===== config.mk =====
export PLATFORM = sky130hd
export DESIGN_NAME = utf8_lossy_sanitizer_flat
export DESIGN_NICKNAME = d
export VERILOG_FILES = /design/src/hw/rtl/utf8ls_pkg.sv /design/src/hw/rtl/utf8ls_in_if.sv /design/src/hw/rtl/utf8ls_out_if.sv /design/src/hw/rtl/utf8_lossy_sanitizer.sv /design/src/hw/rtl/utf8ls_step.sv /design/src/hw/rtl/utf8ls_queue.sv /design/src/flat_wrapper.sv
export SDC_FILE = /design/constraint.sdc
export NUM_CORES = 1
export LEC_CHECK = 0
export BUFFER_PORTS_ARGS = -buffer_cell sky130_fd_sc_hd__buf_2
export CAP_MARGIN = 20
export CORE_MARGIN = 2
export CORE_UTILIZATION = 55
export DETAILED_ROUTE_END_ITERATION = 8
export PLACE_DENSITY = 0.72
export SLEW_MARGIN = 10
export SYNTH_ARGS = -nofsm -noshare
export SYNTH_HDL_FRONTEND = slang
export SYNTH_SLANG_ARGS = --single-unit

===== constraint.sdc =====
create_clock -name clk -period 7.1 [get_ports clk]
set_input_delay 0.355 -clock clk [delete_from_list [all_inputs] [get_ports clk]]
set_output_delay 0.355 -clock clk [all_outputs]
set_load 0.005 [all_outputs]

===== src/hw/rtl/utf8ls_pkg.sv =====
package utf8ls_pkg;

  // most bytes that one input beat can release
  localparam int unsigned MAX_RESULTS = 4;

  localparam logic [7:0] SPACE_BYTE = 8'h20;
  localparam logic [7:0] CHAR_TAB   = 8'h09;
  localparam logic [7:0] CHAR_LF    = 8'h0A;
  localparam logic [7:0] CHAR_CR    = 8'h0D;

  // prefix masks and patterns
  localparam logic [7:0] CONT_MASK  = 8'hC0;
  localparam logic [7:0] CONT_BITS  = 8'h80;
  localparam logic [7:0] LEAD2_MASK = 8'hE0;
  localparam logic [7:0] LEAD2_BITS = 8'hC0;
  localparam logic [7:0] LEAD3_MASK = 8'hF0;
  localparam logic [7:0] LEAD3_BITS = 8'hE0;
  localparam logic [7:0] LEAD4_MASK = 8'hF8;
  localparam logic [7:0] LEAD4_BITS = 8'hF0;

  localparam logic [2:0] SEQ_NONE = 3'd0;
  localparam logic [2:0] SEQ_TWO  = 3'd2;
  localparam logic [2:0] SEQ_THREE = 3'd3;
  localparam logic [2:0] SEQ_FOUR = 3'd4;

  // bytes released by one step, in order, with the end-of-string mark
  typedef struct packed {
    logic [2:0]      count;
    logic [3:0][7:0] bytes;
    logic            last;
  } group_t;

endpackage


===== src/hw/rtl/utf8ls_in_if.sv =====
interface utf8ls_in_if;
  logic       valid;
  logic       ready;
  logic [7:0] data_byte;
  logic       last_byte;

  modport source (output valid, output data_byte, output last_byte, input ready);
  modport sink (input valid, input data_byte, input last_byte, output ready);
endinterface


===== src/hw/rtl/utf8ls_out_if.sv =====
interface utf8ls_out_if;
  logic       valid;
  logic       ready;
  logic [7:0] out_byte;
  logic       out_last;

  modport source (output valid, output out_byte, output out_last, input ready);
  modport sink (input valid, input out_byte, input out_last, output ready);
endinterface


===== src/hw/rtl/utf8_lossy_sanitizer.sv =====
// channel | dir | beat payload          | notes
// --------+-----+-----------------------+------------------------------------
// raw     | in  | data_byte, last_byte  | one text byte, last_byte ends string
// clean   | out | out_byte, out_last    | sanitized byte, out_last on final one
//
// one raw beat per cycle while the queue has room; a beat waits in the input
// register, then its 0..4 result bytes enter the output queue together
// the output queue drains one byte per cycle while clean is ready; raw.ready
// drops only while the queue lacks room for a worst-case group of four bytes
// rst is synchronous and active high: closes any open sequence, empties queue
// a stall on clean backs up into the queue and then the input register
module utf8_lossy_sanitizer #(
  parameter int unsigned QUEUE_DEPTH = 8   // power of two, at least 8
) (
  input  logic         clk,
  input  logic         rst,
  utf8ls_in_if.sink    raw,
  utf8ls_out_if.source clean
);

  // input register
  logic       in_valid;
  logic [7:0] in_byte;
  logic       in_last;

  logic               room;
  logic               advance;
  utf8ls_pkg::group_t group;

  // the held beat moves on once the queue can take its whole group
  assign advance   = in_valid && room;
  assign raw.ready = !in_valid || room;

  always_ff @(posedge clk) begin
    if (rst) begin
      in_valid <= 1'b0;
    end else if (raw.valid && raw.ready) begin
      in_valid <= 1'b1;
    end else if (advance) begin
      in_valid <= 1'b0;
    end
  end

  // payload needs no reset
  always_ff @(posedge clk) begin
    if (raw.valid && raw.ready) begin
      in_byte <= raw.data_byte;
      in_last <= raw.last_byte;
    end
  end

  // sequence tracking and byte rewriting
  utf8ls_step u_step (
    .clk       (clk),
    .rst       (rst),
    .advance   (advance),
    .data_byte (in_byte),
    .last_byte (in_last),
    .group     (group)
  );

  // result queue: takes a whole group, gives one byte a beat
  utf8ls_queue #(
    .DEPTH (QUEUE_DEPTH)
  ) u_queue (
    .clk   (clk),
    .rst   (rst),
    .push  (advance),
    .group (group),
    .room  (room),
    .clean (clean)
  );

endmodule


===== src/hw/rtl/utf8ls_step.sv =====
module utf8ls_step (
  input  logic                clk,
  input  logic                rst,
  input  logic                advance,
  input  logic [7:0]          data_byte,
  input  logic                last_byte,
  output utf8ls_pkg::group_t  group
);

  logic [7:0] held [3];
  logic [7:0] held_next [3];
  logic [1:0] held_count;
  logic [1:0] held_count_next;
  logic [2:0] sequence_length;
  logic [2:0] sequence_length_next;

  logic is_cont;
  logic keep_ascii;
  logic [2:0] lead_len;

  assign is_cont = (data_byte & utf8ls_pkg::CONT_MASK) == utf8ls_pkg::CONT_BITS;
  assign keep_ascii = (data_byte == utf8ls_pkg::CHAR_TAB) || (data_byte == utf8ls_pkg::CHAR_LF) ||
                      (data_byte == utf8ls_pkg::CHAR_CR) || (data_byte >= utf8ls_pkg::SPACE_BYTE);

  always_comb begin
    if ((data_byte & utf8ls_pkg::LEAD2_MASK) == utf8ls_pkg::LEAD2_BITS) begin
      lead_len = utf8ls_pkg::SEQ_TWO;
    end else if ((data_byte & utf8ls_pkg::LEAD3_MASK) == utf8ls_pkg::LEAD3_BITS) begin
      lead_len = utf8ls_pkg::SEQ_THREE;
    end else if ((data_byte & utf8ls_pkg::LEAD4_MASK) == utf8ls_pkg::LEAD4_BITS) begin
      lead_len = utf8ls_pkg::SEQ_FOUR;
    end else begin
      lead_len = utf8ls_pkg::SEQ_NONE;
    end
  end

  // unused slots default to space, so a flush only advances the count
  always_comb begin
    held_next            = held;
    held_count_next      = held_count;
    sequence_length_next = sequence_length;
    group.count          = 3'd0;
    group.bytes          = {4{utf8ls_pkg::SPACE_BYTE}};
    group.last           = last_byte;

    if ((sequence_length != utf8ls_pkg::SEQ_NONE) && is_cont) begin
      if (({1'b0, held_count} + 3'd1) >= sequence_length) begin
        // sequence complete
        for (int i = 0; i < 3; i++) begin
          if (2'(i) < held_count) begin
            group.bytes[group.count[1:0]] = held[i];
            group.count = group.count + 3'd1;
          end
        end
        group.bytes[group.count[1:0]] = data_byte;
        group.count = group.count + 3'd1;
        held_count_next      = 2'd0;
        sequence_length_next = utf8ls_pkg::SEQ_NONE;
      end else if (held_count < 2'd3) begin
        held_next[held_count] = data_byte;
        held_count_next       = held_count + 2'd1;
      end else begin
        group.count          = {1'b0, held_count} + 3'd1;
        held_count_next      = 2'd0;
        sequence_length_next = utf8ls_pkg::SEQ_NONE;
      end
    end else begin
      // broken sequence: held bytes leave as spaces
      if (sequence_length != utf8ls_pkg::SEQ_NONE) begin
        group.count          = {1'b0, held_count};
        held_count_next      = 2'd0;
        sequence_length_next = utf8ls_pkg::SEQ_NONE;
      end
      if (!data_byte[7]) begin
        group.bytes[group.count[1:0]] = keep_ascii ? data_byte : utf8ls_pkg::SPACE_BYTE;
        group.count = group.count + 3'd1;
      end else if (lead_len == utf8ls_pkg::SEQ_NONE) begin
        group.count = group.count + 3'd1;
      end else begin
        held_next[0]         = data_byte;
        held_count_next      = 2'd1;
        sequence_length_next = lead_len;
      end
    end

    // truncated at end of string
    if (last_byte) begin
      group.count          = group.count + {1'b0, held_count_next};
      held_count_next      = 2'd0;
      sequence_length_next = utf8ls_pkg::SEQ_NONE;
    end
  end

  always_ff @(posedge clk) begin
    if (rst) begin
      held_count      <= 2'd0;
      sequence_length <= utf8ls_pkg::SEQ_NONE;
    end else if (advance) begin
      held_count      <= held_count_next;
      sequence_length <= sequence_length_next;
    end
  end

  always_ff @(posedge clk) begin
    if (advance) begin
      held <= held_next;
    end
  end

`ifndef SYNTHESIS
  a_open_seq_consistent: assert property (@(posedge clk) disable iff (rst)
    (sequence_length != utf8ls_pkg::SEQ_NONE) |->
      ((held_count != 2'd0) && ({1'b0, held_count} < sequence_length)))
    else $error("open sequence with bad held count");

  a_last_closes: assert property (@(posedge clk) disable iff (rst)
    (advance && last_byte) |=>
      ((sequence_length == utf8ls_pkg::SEQ_NONE) && (held_count == 2'd0)))
    else $error("sequence still open after end of string");

  a_last_emits: assert property (@(posedge clk) disable iff (rst)
    (advance && last_byte) |-> (group.count != 3'd0))
    else $error("end of string released no byte");
`endif

endmodule


===== src/hw/rtl/utf8ls_queue.sv =====
module utf8ls_queue #(
  parameter int unsigned DEPTH = 8
) (
  input  logic               clk,
  input  logic               rst,
  input  logic               push,
  input  utf8ls_pkg::group_t group,
  output logic               room,
  utf8ls_out_if.source       clean
);

  localparam int unsigned AW = $clog2(DEPTH);

  logic [8:0]    mem [DEPTH];
  logic [AW-1:0] wr_ptr;
  logic [AW-1:0] rd_ptr;
  logic [AW:0]   count;
  logic          pop;
  logic [AW:0]   push_n;

  assign pop    = (count != '0) && clean.ready;
  assign push_n = push ? (AW + 1)'(group.count) : '0;
  // worst-case group must fit without credit for this cycle's pop
  assign room   = count <= (AW + 1)'(DEPTH - utf8ls_pkg::MAX_RESULTS);

  assign clean.valid    = count != '0;
  assign clean.out_byte = mem[rd_ptr][8:1];
  assign clean.out_last = mem[rd_ptr][0];

  always_ff @(posedge clk) begin
    if (rst) begin
      wr_ptr <= '0;
      rd_ptr <= '0;
      count  <= '0;
    end else begin
      wr_ptr <= wr_ptr + push_n[AW-1:0];
      if (pop) begin
        rd_ptr <= rd_ptr + AW'(1);
      end
      count <= count + push_n - (AW + 1)'(pop);
    end
  end

  always_ff @(posedge clk) begin
    for (int k = 0; k < utf8ls_pkg::MAX_RESULTS; k++) begin
      if (push && (3'(k) < group.count)) begin
        mem[wr_ptr + AW'(k)] <= {group.bytes[k],
                                 group.last && (3'(k) == (group.count - 3'd1))};
      end
    end
  end

`ifndef SYNTHESIS
  a_no_overflow: assert property (@(posedge clk) disable iff (rst)
    count <= (AW + 1)'(DEPTH))
    else $error("output queue overflow");

  a_push_needs_room: assert property (@(posedge clk) disable iff (rst)
    push |-> room)
    else $error("group pushed without room");

  a_push_fills: assert property (@(posedge clk) disable iff (rst)
    (push && (group.count != 3'd0)) |=> (count != '0))
    else $error("pushed bytes lost");
`endif

endmodule


===== src/flat_wrapper.sv =====
// flat-port wrapper written by rule: the top's interface ports become plain ports
module utf8_lossy_sanitizer_flat 
#(
  parameter int unsigned QUEUE_DEPTH = 8                              
)
  (clk, rst, raw_valid, raw_data_byte, raw_last_byte, raw_ready, clean_valid, clean_out_byte, clean_out_last, clean_ready);
  utf8ls_in_if raw_i ();
  utf8ls_out_if clean_i ();
  input  logic clk;
  input  logic rst;
  input wire logic [$bits(raw_i.valid)-1:0] raw_valid;
  input wire logic [$bits(raw_i.data_byte)-1:0] raw_data_byte;
  input wire logic [$bits(raw_i.last_byte)-1:0] raw_last_byte;
  output wire logic [$bits(raw_i.ready)-1:0] raw_ready;
  output wire logic [$bits(clean_i.valid)-1:0] clean_valid;
  output wire logic [$bits(clean_i.out_byte)-1:0] clean_out_byte;
  output wire logic [$bits(clean_i.out_last)-1:0] clean_out_last;
  input wire logic [$bits(clean_i.ready)-1:0] clean_ready;
  assign raw_i.valid = raw_valid;
  assign raw_i.data_byte = raw_data_byte;
  assign raw_i.last_byte = raw_last_byte;
  assign raw_ready = raw_i.ready;
  assign clean_valid = clean_i.valid;
  assign clean_out_byte = clean_i.out_byte;
  assign clean_out_last = clean_i.out_last;
  assign clean_i.ready = clean_ready;
  utf8_lossy_sanitizer #(.QUEUE_DEPTH(QUEUE_DEPTH)) u_core (.clk(clk), .rst(rst), .raw(raw_i), .clean(clean_i));
endmodule

-- After elaboration in Yosys (flattened, before gate mapping)
Memories as Yosys holds them, arrays and structs flattened. A register that Yosys moved wholly into a read port is not among the register bits.
Cells that the tools add are included.
- flip-flop bits (word level): 49
- bits in writable memories: 72
- bits of input ports: 13
- output and inout bits: 11
- word-level logic and storage cells: 170
- memories kept: 1
- memories (name ; depth ; bits a word ; read ports ; clocked after Yosys merged registers in ; write ports ; line ; RTL):
    u_core.u_queue.mem ; 8 ; 9 ; 1 ; 1 ; 4 ; utf8ls_queue.sv:14 ; logic [8:0] mem [DEPTH];
- add/sub/neg operators: 15
- magnitude comparators: 21
- eq/ne operators: 14
- muxes and demuxes: 72
- bitwise operators: 5
- reductions and logical operators: 31
- operators by type and width (cell ; count):
    two-way mux 35 bit ; 7
    bitwise mux 32 bit ; 3
    two-way mux 8 bit ; 12
    demux 8 bit (select 2 bit) ; 5
    two-way mux 32 bit ; 2
    two-way mux 3 bit ; 21
    two-way mux 24 bit ; 2
    AND 28 bit ; 1
    bitwise mux 24 bit ; 1
    equality test 8 x 4 -> 1 bit, second input constant ; 3
    adder 3 x 1 -> 3 bit, second input constant ; 6
    logical AND 1 bit ; 17
    two-way mux 2 bit ; 8
    < comparator 2 x 3 -> 1 bit, second input constant ; 4
    two-way mux 1 bit ; 11
    greater-or-equal comparator 2 x 1 -> 1 bit, second input constant ; 4
    greater-or-equal comparator 8 x 6 -> 1 bit, second input constant ; 1
    adder 3 x 2 -> 3 bit, second input constant ; 2
    equality test 2 x 3 -> 1 bit, first input constant ; 2
    zero test 3 bit ; 2
    < comparator 1 x 3 -> 1 bit, first input constant ; 2
    < comparator 2 x 3 -> 1 bit, first input constant ; 2
    equality test 5 bit, second input constant ; 1
    AND reduction 5 bit ; 1
    other kinds (32) ; 38

-- Depth between registers and ports, before layout
Gate-level depths: netlist (run 1).
- depth in word-level cells: 33
- depth in mapped cells: 25
- gate-level depth less buffers: 23

-- Cells and area by module
Synthesis (run 1) repeated with hierarchy kept, for this count alone.
- cells, all modules: 808
- area total of the unflattened synthesis: 8137.8 um2
- modules (own cells, without submodules) (module ; times used ; cells an instance ; area each (um2) ; seq. area each (um2)):
    utf8ls_queue ; 1 ; 602 ; 5814.3 ; 2422.3
    utf8ls_step ; 1 ; 191 ; 1990.7 ; 820.8
    utf8_lossy_sanitizer ; 1 ; 15 ; 332.8 ; 290.3

-- Worst setup path after synthesis (run 1)
OpenSTA, ideal clock, no wires.
- path kind: register to register
- start point: register u_core.u_step.held_count[0]
- end point: memory u_core.u_queue.mem[0][0], data pin
- library setup time: 0.168 ns
- arrival: 4.976 ns
- required time: 6.932 ns
- path slack: 1.956 ns
- stages on the path, launching flop included: 23
- buffers on the path: 4
- period minus slack after synthesis: 5.144 ns
- cells stage by stage: dfxtp_1 -> inv_1 -> ha_1 -> ha_1 -> a21o_1 -> a31oi_1 -> and3_1 -> o21ai_1 -> nand2_1 -> ha_1 -> inv_1 -> fa_1 -> nor2b_1 -> xor2_4 -> buf_6 -> inv_6 -> clkbuf_1 -> buf_2 -> ha_1 -> nand2b_1 -> or3b_2 -> buf_1 -> a221oi_2
- RTL lines (what ; line ; RTL):
    from (decl) ; utf8ls_step.sv:12 ; logic [1:0] held_count;
    from (signal assigned) ; utf8ls_step.sv:99 ; held_count <= held_count_next;
    to (decl) ; utf8ls_queue.sv:14 ;

==> impl_metrics.yaml, run 1 <==
placement:
  place_hpwl_um: 19400
  place_ws_ns: 1.30
  place.gp.congestion: 0.969
  port_buffers: 23
sta:
  drv_slew: 0
  fmax_mhz: 169
  relSlewSlack: 0.227
  setup_ws_ns: 1.17
  fin_crit_ns: 5.93
  rsz0062_at_grt: "false"
  finalSetupTns_ns: 0
  max_slew.worst_pin.slew_ns: 1.16
  fin_crit_sh: 0.835
  final_hold_viol_count: 0
  fin_skew_ns: 0.00773
  setup_viol: 0
final_layout:
  final_cell_mix: "105 x edfxtp_1, 91 x nand2_1, 77 x mux2i_1, 67 x nor2_1, 56 x o211ai_1"
  area_delta_synth_final_pct: 8.96
  diodes: 0
  layout-drive-gt1-share: 0.154
  nets: 844
  layout_commonest_cell: "edfxtp_1"
cts:
  cts_resized: 0
  cts_tree: "yes"
  cts_post_setup_buffers_inserted: 0
  clock_path_buffers: 2
  htreeDepth: 4
  clkTransAtPathRegs_ns: 0.06
  cts_root_buffer: "clkbuf_16"
  clock-sinks: 124
  cts-buffers-inserted: 17
  postCtsHoldBufs: 0
  worstSkewPairLatency_ns: 0.43
yosys:
  syn_nets: 840
  syn_inst: 799
  yosys_register_bits: 124
  netlist_area_mm2: 0.00855
  ys.flop_type: "edfxtp_1"
  yosys_warnings: 0
  syn_area_per_cell_um2: 10.7
  ys_async_sr_fraction: 0
  ys_types: 64
  synth_seq_area_share: 0.413
  synth_edf_count: 105
floorplanning:
  start_util: 0.562
  die_area_mm2: 0.0166
  core_area_mm2: 0.0152
  die_h_um: 129
  io_pins: 24
  placementRows: 45
  fp.dieW_um: 129
route:
  first_pass_iters: 7
  totalWireLength_um: 26800
  ant_nets: 0
  wl_per_cell_um: 26.7
  vias: 7018
  avgViaCountPerCell: 6.99
  first_iter_violations: 902
  drc: 0
global_routing:
  grt_antenna_before_repair: 0
  gr-total-overflow: 0
  grt_pass1_wl_um: 40800
  grt_max_degree: 29
  first_global_vias: 6718
  grt_use_total: 0.334
critical_path:
  r2r_start: "u_core.u_step.held_count[0]"
  reg2reg_slack_ns: 1.17
  cp.required_ns: 7.11
  worstSetupPathType: "reg -> reg"
  r2r-end: "u_core.u_queue.mem[3][0]"
  crit_path_start_kind: "register"
  endpoint_kind: "register"
  arrival_ns: 5.94
  reg2regPathDepth: 19
  path_max_fanout: 20
pwr:
  leakagePower_nw: 3.24
  ir_drop_mv: 0.160
  p_per_area_mw_per_mm2: 246
worst_hold_path:
  hold_start: "raw_data_byte[5]"
  min_to: "u_core.in_byte[5]"
  hp-class: "in -> reg"
  holdPathStages: 1
status:
  status: "complete, no violations"
run:
  cap_viol_max_count: 0
[routing by layer]
| metal | vias to the layer above | global-route usage | routed length (um) |
|---|---|---|---|
| li1 | 3084 | - | - |
| met1 | 3436 | 0.461 | 11100 |
| met2 | 424 | 0.520 | 12200 |
| met3 | 74 | 0.0881 | 2720 |
| met4 | 0 | 0.105 | 760 |
| met5 | - | 0 | 0 |
[how the worst max path moves through the flow]
stage                                      startpoint                  endpoint  slack (ns)  cells past startpoint
after floorplan           u_core.u_step.held_count[0]  u_core.u_queue.mem[0][0]        1.96                     22
after global placement    u_core.u_step.held_count[0]  u_core.u_queue.mem[0][0]        1.57                     19
after detailed placement  u_core.u_step.held_count[0]  u_core.u_queue.mem[3][1]        1.30                     18
after CTS                 u_core.u_step.held_count[0]  u_core.u_queue.mem[3][2]        1.25                     18
after global routing      u_core.u_step.held_count[0]  u_core.u_queue.mem[3][0]        0.70                     19
final                     u_core.u_step.held_count[0]  u_core.u_queue.mem[3][0]        1.17                     19
[final cells by class]
class | count | area (um2)
Clock buffer | 20 | 437
Clock inverter | 12 | 145
Fill cell | 1252 | 5890
Inverter | 32 | 125
Multi-Input combinational cell | 589 | 4600
Sequential cell | 124 | 3530
Tap cell | 188 | 235
Timing Repair Buffer | 39 | 233
[cell families (layout without fill, tap and decap cells)]
family | Yosys count | in the layout | synth area share
DFF | 124 | 124 | 0.413
AOI/OAI and AO/OA | 219 | 219 | 0.211
xor gates and xnor gates | 13 | 13 | 0.0155
adders and majority gates | 28 | 28 | 0.0436
buffers and inverters | 86 | 103 | 0.0485
muxes | 104 | 104 | 0.149
and+or+nand+nor | 225 | 225 | 0.118
[synthesized netlist by cell type, drive strengths merged, types with 6 or more instances]
master	count	area [um2]
mux4	18	405
xor2	7	80.1
and2	16	103
a21oi	20	100
dfxtp	19	380
inv	32	125
xnor2	6	52.6
a221oi	24	298
and3	7	48.8
nand2b	6	37.5
nand2	92	348
nor2b	11	68.8
a22o	23	201
o211ai	56	420
a21boi	8	63.8
mux2i	77	771
a22oi	6	45.0
buf	34	214
edfxtp	105	3150
mux2	9	101
nor2	67	251
o221ai	24	210
clkbuf	20	75.1
o21ai	31	155
ha	25	313
nor3	14	70.1
[per-stage QoR]
step	total power [mW]	util	std cells	hold slack, ns	area [um2]
2_1_floorplan	1.28	-	799	0.439	8550
3_3_place_gp	1.41	0.573	970	0.479	8720
3_5_place_dp	1.43	0.573	970	0.493	8720
4_1_cts	2.29	0.612	1002	0.0916	9300
5_1_grt	2.39	0.613	1004	0.0842	9310
6_report	2.29	0.613	1004	0.0990	9310
[registers in the layout (all words and copies together) (netlist names), named ones only]
| register | flops |
|---|---|
| u_core.u_step.held | 24 |
| u_core.u_queue.count | 4 |
| u_core.u_step.held_count | 2 |
| u_core.in_last | 1 |
| u_core.u_queue.mem | 72 |
| u_core.u_queue.rd_ptr | 3 |
| u_core.in_valid | 1 |
| u_core.u_queue.wr_ptr | 3 |
| u_core.u_step.sequence_length | 3 |
| u_core.in_byte | 8 |
[critical path: stages, from the launching register on]
cell and delay (ns):
dfxtp_1 0.48, inv_1 0.13, ha_1 0.35, ha_1 0.20, a21o_1 0.19, a31oi_1 0.45, nand2_1 0.17, nor2_1 0.19
o21ai_0 0.13, nand2_1 0.10, ha_1 0.16, inv_1 0.05, fa_1 0.53, nand2b_1 0.12, o31a_1 0.17, o31a_1 0.57
a211oi_2 0.09, buf_4 0.25, a21boi_0 0.58, o211ai_1 0.60
[power breakdown]
group	total [mW]	switching [mW]	internal (mW)
logic	0.532	0.292	0.240
clock network	0.867	0.320	0.548
registers	0.892	0.0449	0.847
total	2.29	0.657	1.63
Power figures use the tool's default switching activity.
==> inputs of run 2 (changes only) <==
--- a/config.mk
+++ b/config.mk
@@ -10,7 +10,7 @@
 export CORE_MARGIN = 2
 export CORE_UTILIZATION = 55
 export DETAILED_ROUTE_END_ITERATION = 8
-export PLACE_DENSITY = 0.72
+export PLACE_DENSITY = 0.74
 export SLEW_MARGIN = 10
 export SYNTH_ARGS = -nofsm -noshare
 export SYNTH_HDL_FRONTEND = slang
==> constraint.sdc (replaced) <==
create_clock -name clk -period 5.2 [get_ports clk]
set_input_delay 0.26 -clock clk [delete_from_list [all_inputs] [get_ports clk]]
set_output_delay 0.26 -clock clk [all_outputs]
set_load 0.005 [all_outputs]
==> impl_metrics.yaml, run 2 (synthesis gave the netlist of run 1 again) <==
placement:
  place_hpwl_um: 19000
  port_buffers: 23
  place_inst: 1003
  place.gp.congestion: 0.987
pwr:
  p_seq_frac: 0.379
  leakagePower_nw: 3.45
  clockPowerShare: 0.391
  p_per_area_mw_per_mm2: 331
  power_switching_uw: 941
  combPwrFrac: 0.231
  ir_drop_mv: 0.211
  design_power_total_mw: 3.20
  internal_power_mw: 2.26
  switching_share: 0.294
critical_path:
  worstSetupPathType: "reg -> reg"
  arrival_ns: 5.00
  crit_path_start_kind: "register"
  cp.required_ns: 5.31
  endpoint_kind: "register"
  path_max_fanout: 10
global_routing:
  use_met3: 0.0748
  gr-total-overflow: 0
  grt_use_total: 0.322
  first_global_vias: 6893
  grt_pass1_wl_um: 39800
  grt.busiest_layer: "met2"
  grt_antenna_before_repair: 0
  grtUsageMet2: 0.499
  grtUsageMet1: 0.453
  grt_max_degree: 29
cts:
  worstSkewPairLatency_ns: 0.43
  cts-buffers-inserted: 17
  clkTransAtPathRegs_ns: 0.06
  htreeDepth: 4
  clock_path_buffers: 2
  cts_post_setup_buffers_inserted: 0
  cts_tree: "yes"
  clock-sinks: 124
  cts_root_buffer: "clkbuf_16"
route:
  ant_nets: 0
  wl_per_cell_um: 24.9
  first_pass_iters: 6
  drc: 0
  avgViaCountPerCell: 6.85
  vias: 7133
  totalWireLength_um: 25900
  first_iter_violations: 919
floorplanning:
  start_util: 0.562
  core_area_mm2: 0.0152
  io_pins: 24
  die_h_um: 129
  die_area_mm2: 0.0166
  placementRows: 45
  fp.dieW_um: 129
sta:
  fin_crit_sh: 0.940
  fin_skew_ns: 0.0120
  relSlewSlack: 0.183
  final_hold_viol_count: 0
  setup_viol: 0
  fin_crit_ns: 4.89
  finalSetupTns_ns: 0
  fmax_mhz: 205
  rsz0062_at_grt: "false"
  drv_slew: 0
  max_slew.worst_pin.slew_ns: 1.22
run:
  cap_viol_max_count: 0
final_layout:
  nets: 882
  largestRegisters: "u_core.u_queue.mem x72, u_core.u_step.held x24, u_core.in_byte x8"
  stdcell_count: 1041
  final_cell_mix: "105 x edfxtp_1, 91 x nand2_1, 77 x mux2i_1, 67 x nor2_1, 56 x o211ai_1"
  fillers: 1221
  seqCellArea_mm2: 0.00354
  layout-drive-gt1-share: 0.193
  layout_commonest_cell: "edfxtp_1"
  largest_reg_flops: 72
  max_flop_register: "u_core.u_queue.mem"
  diodes: 0
  area_delta_synth_final_pct: 13.2
  multi_input_area_mm2: 0.00461
worst_hold_path:
  hp-class: "in -> reg"
status:
  status: "complete, no violations"
==> run 2: changes by cell type in the layout (fill, tap and decap cells not counted), moves of 2 or more <==
cell | before | now
dfxtp_2 | 0 | 2
inv_6 | 2 | 4
clkinv_4 | 1 | 4
dfxtp_1 | 19 | 17
clkbuf_1 | 3 | 0
buf_4 | 15 | 46
clkinv_1 | 2 | 0
inv_8 | 0 | 2
dlygate4sd3_1 | 0 | 7
clkinv_2 | 3 | 1
==> run 2: final cells by class <==
type | count | share of cell area
sequential | 124 | 0.366
inverter | 32 | 0.0129
tap | 188 | 0.0243
multi-input combinational | 589 | 0.477
clock buffer | 17 | 0.0440
timing repair buffer | 77 | 0.0569
clock inverter | 14 | 0.0193
==> run 2: through the flow <==
step	instance area [um2]	hold WS [ns]	utilization	worst slack (ns)
CTS	9660	0.000331	0.635	0.0511
global placement	8980	0.439	0.591	0.333
detailed placement	8980	0.438	0.591	0.113
global route	9670	0.00398	0.636	0.00961
floorplan	8550	0.359	-	0.0564
finish	9670	0.0160	0.636	0.314
==> run 2: power groups by stage <==
stage                     Sequential (mW)  Clock (mW)  Combinational, mW
after global placement               1.23           0              0.701
after global routing                 1.22        1.29              0.811
after floorplan                      1.20           0              0.545
after detailed placement             1.23           0              0.727
final                                1.21        1.25              0.738
after CTS                            1.21        1.26              0.737
==> run 2: worst paths after layout <==
kind,from,endpoint,depth (start not counted),slack [ns]
max,u_core.u_step.held_count[1],u_core.u_queue.mem[4][5],18,0.31
min,raw_data_byte[1],u_core.in_byte[1],1,0.02
max reg2reg,u_core.u_step.held_count[1],u_core.u_queue.mem[4][5],18,0.31
min reg2reg,u_core.u_queue.rd_ptr[2],register,2,0.54
==> run 2: per-layer routing <==
| layer | share of wire | up-vias | routed length, um |
|---|---|---|---|
| met5 | 0 | - | 0 |
| met4 | 0.015 | 0 | 391 |
| met3 | 0.085 | 45 | 2210 |
| met2 | 0.47 | 386 | 12100 |
| met1 | 0.43 | 3534 | 11200 |
| li1 | - | 3168 | - |
==> run 2: critical path, cell delays in order (launching register included) <==
cell      delay [ns]
dfxtp_2         0.40
inv_1           0.14
ha_1            0.35
ha_1            0.20
a21o_1          0.21
a31oi_2         0.30
nand2_1         0.12
nor2_1          0.17
o21ai_0         0.13
nand2_1         0.10
ha_1            0.14
inv_1           0.04
fa_1            0.49
nand2b_1        0.17
o31a_1          0.14
o31a_2          0.23
a211o_1         0.44
o21ai_1         0.48
o221ai_1        0.30
==> run 2: timing repair <==
| action | in CTS | in global routing |
|---|---|---|
| endpoints found under the setup margin | 0 | 145 |
| hold buffers | 7 | 0 |
| gates resized for setup | 0 | 5 |
| hold endpoints to repair | 7 | 0 |
==> inputs of run 3 (changes only) <==
--- a/config.mk
+++ b/config.mk
@@ -10,6 +10,7 @@
 export CORE_MARGIN = 2
 export CORE_UTILIZATION = 55
 export DETAILED_ROUTE_END_ITERATION = 8
+export HOLD_SLACK_MARGIN = 0.08
 export PLACE_DENSITY = 0.74
 export SLEW_MARGIN = 10
 export SYNTH_ARGS = -nofsm -noshare
==> impl_metrics.yaml, run 3 (synthesis gave the netlist of run 1 again) <==
pwr:
  p_per_area_mw_per_mm2: 330
  leakagePower_nw: 3.46
  design_power_total_mw: 3.20
  ir_drop_mv: 0.214
final_layout:
  final_core_util: 0.638
  finalInstanceArea_mm2: 0.00970
  layout_commonest_cell: "edfxtp_1"
  largest_reg_flops: 72
  final_cell_mix: "105 x edfxtp_1, 91 x nand2_1, 77 x mux2i_1, 67 x nor2_1, 56 x o211ai_1"
  diodes: 0
  layout-drive-gt1-share: 0.193
  max_flop_register: "u_core.u_queue.mem"
  nets: 885
  largestRegisters: "u_core.u_queue.mem x72, u_core.u_step.held x24, u_core.in_byte x8"
  area_delta_synth_final_pct: 13.5
placement:
  place_hpwl_um: 19000
  post_dp_cell_area_mm2: 0.00898
  port_buffers: 23
  place.gp.congestion: 0.987
route:
  first_iter_violations: 1009
  totalWireLength_um: 26000
  wl_per_cell_um: 24.9
  drc: 0
  vias: 7152
  ant_nets: 0
  avgViaCountPerCell: 6.85
  first_pass_iters: 6
floorplanning:
  placementRows: 45
  start_util: 0.562
  die_h_um: 129
  io_pins: 24
  fp.dieW_um: 129
  core_area_mm2: 0.0152
  die_area_mm2: 0.0166
sta:
  rsz0062_at_grt: "false"
  drv_slew: 0
  fin_skew_ns: 0.0117
  fmax_mhz: 204
  whs_ns: 0.185
  finalSetupTns_ns: 0
  fin_crit_sh: 0.943
  setup_viol: 0
  relSlewSlack: 0.180
  max_slew.worst_pin.slew_ns: 1.23
  final_hold_viol_count: 0
  fin_crit_ns: 4.90
cts:
  clock_path_buffers: 2
  cts_tree: "yes"
  htreeDepth: 4
  cts_post_setup_buffers_inserted: 0
  clock-sinks: 124
  clkTransAtPathRegs_ns: 0.06
  cts-buffers-inserted: 17
  cts_root_buffer: "clkbuf_16"
  worstSkewPairLatency_ns: 0.44
global_routing:
  grt_max_degree: 29
  grt_pass1_wl_um: 39900
  grt_use_total: 0.323
  gr-total-overflow: 0
  grt_antenna_before_repair: 0
  first_global_vias: 6925
run:
  cap_viol_max_count: 0
critical_path:
  cp.required_ns: 5.41
  crit_path_start_kind: "register"
  worstSetupPathType: "reg -> reg"
  reg2regPathDepth: 20
  endpoint_kind: "register"
  arrival_ns: 5.12
  path_max_fanout: 15
worst_hold_path:
  hp-class: "in -> reg"
  holdPathStages: 2
status:
  status: "complete, no violations"
## run 3: final cells by class
class	count	area [um2]
Clock buffer	17	425
Sequential cell	124	3540
Fill cell	1216	5500
Clock inverter	14	186
Tap cell	188	235
Multi-Input combinational cell	589	4610
Timing Repair Buffer	80	581
Inverter	32	125
## run 3: path summary, 6_finish.rpt
| path | end | slack, ns | from |
|---|---|---|---|
| worst min-delay path | u_core.u_queue.wr_ptr[1] | 0.19 | rst |
| worst max register to register | u_core.u_queue.mem[6][8] | 0.30 | u_core.u_step.held_count[1] |
| worst min register to register | register | 0.54 | u_core.u_queue.rd_ptr[2] |
| worst max-delay path | u_core.u_queue.mem[6][8] | 0.30 | u_core.u_step.held_count[1] |
## run 3: worst max-delay path, stage by stage, from the launching register on
cell and delay (ns):
dfxtp_2 0.40, inv_1 0.13, ha_1 0.35, ha_1 0.20, a21o_1 0.21, a31oi_2 0.30
nand2_1 0.12, nor2_1 0.18, o21ai_0 0.13, nand2_1 0.10, ha_1 0.14, inv_1 0.04
fa_1 0.49, nand2b_1 0.17, o31a_1 0.14, o31a_2 0.23, a211oi_4 0.32, buf_4 0.27
a21boi_0 0.17, buf_4 0.25, a221oi_1 0.33
## run 3: where the power goes
group | leakage (nW) | switching, mW | internal (mW)
sequential | 1.12 | 0.0559 | 1.15
clock | 0.298 | 0.487 | 0.763
combinational | 2.04 | 0.402 | 0.341
total | 3.46 | 0.945 | 2.26
## run 3: per-stage QoR
step                      setup WS [ns]  std cells
after floorplan                  0.0564        799
after global placement            0.333       1003
after detailed placement          0.113       1003
after CTS                        0.0511       1044
after global routing            0.00963       1044
final                             0.295       1044
## run 3: metal layers
layer  part of all wire  vias up  GRT usage  routed length [um]
met5                  0        -          0                   0
met4              0.018        0     0.0953                 470
met3              0.082       44     0.0753                2150
met2               0.46      402      0.502               12100
met1               0.43     3539      0.454               11300
li1                   -     3167          -                   -
## run 3: repair_timing
action                                  CTS  global route
endpoints found under the hold margin    10             0
endpoints found under the setup margin    0           145
hold buffers                             10             0
gates resized for setup                   0             5
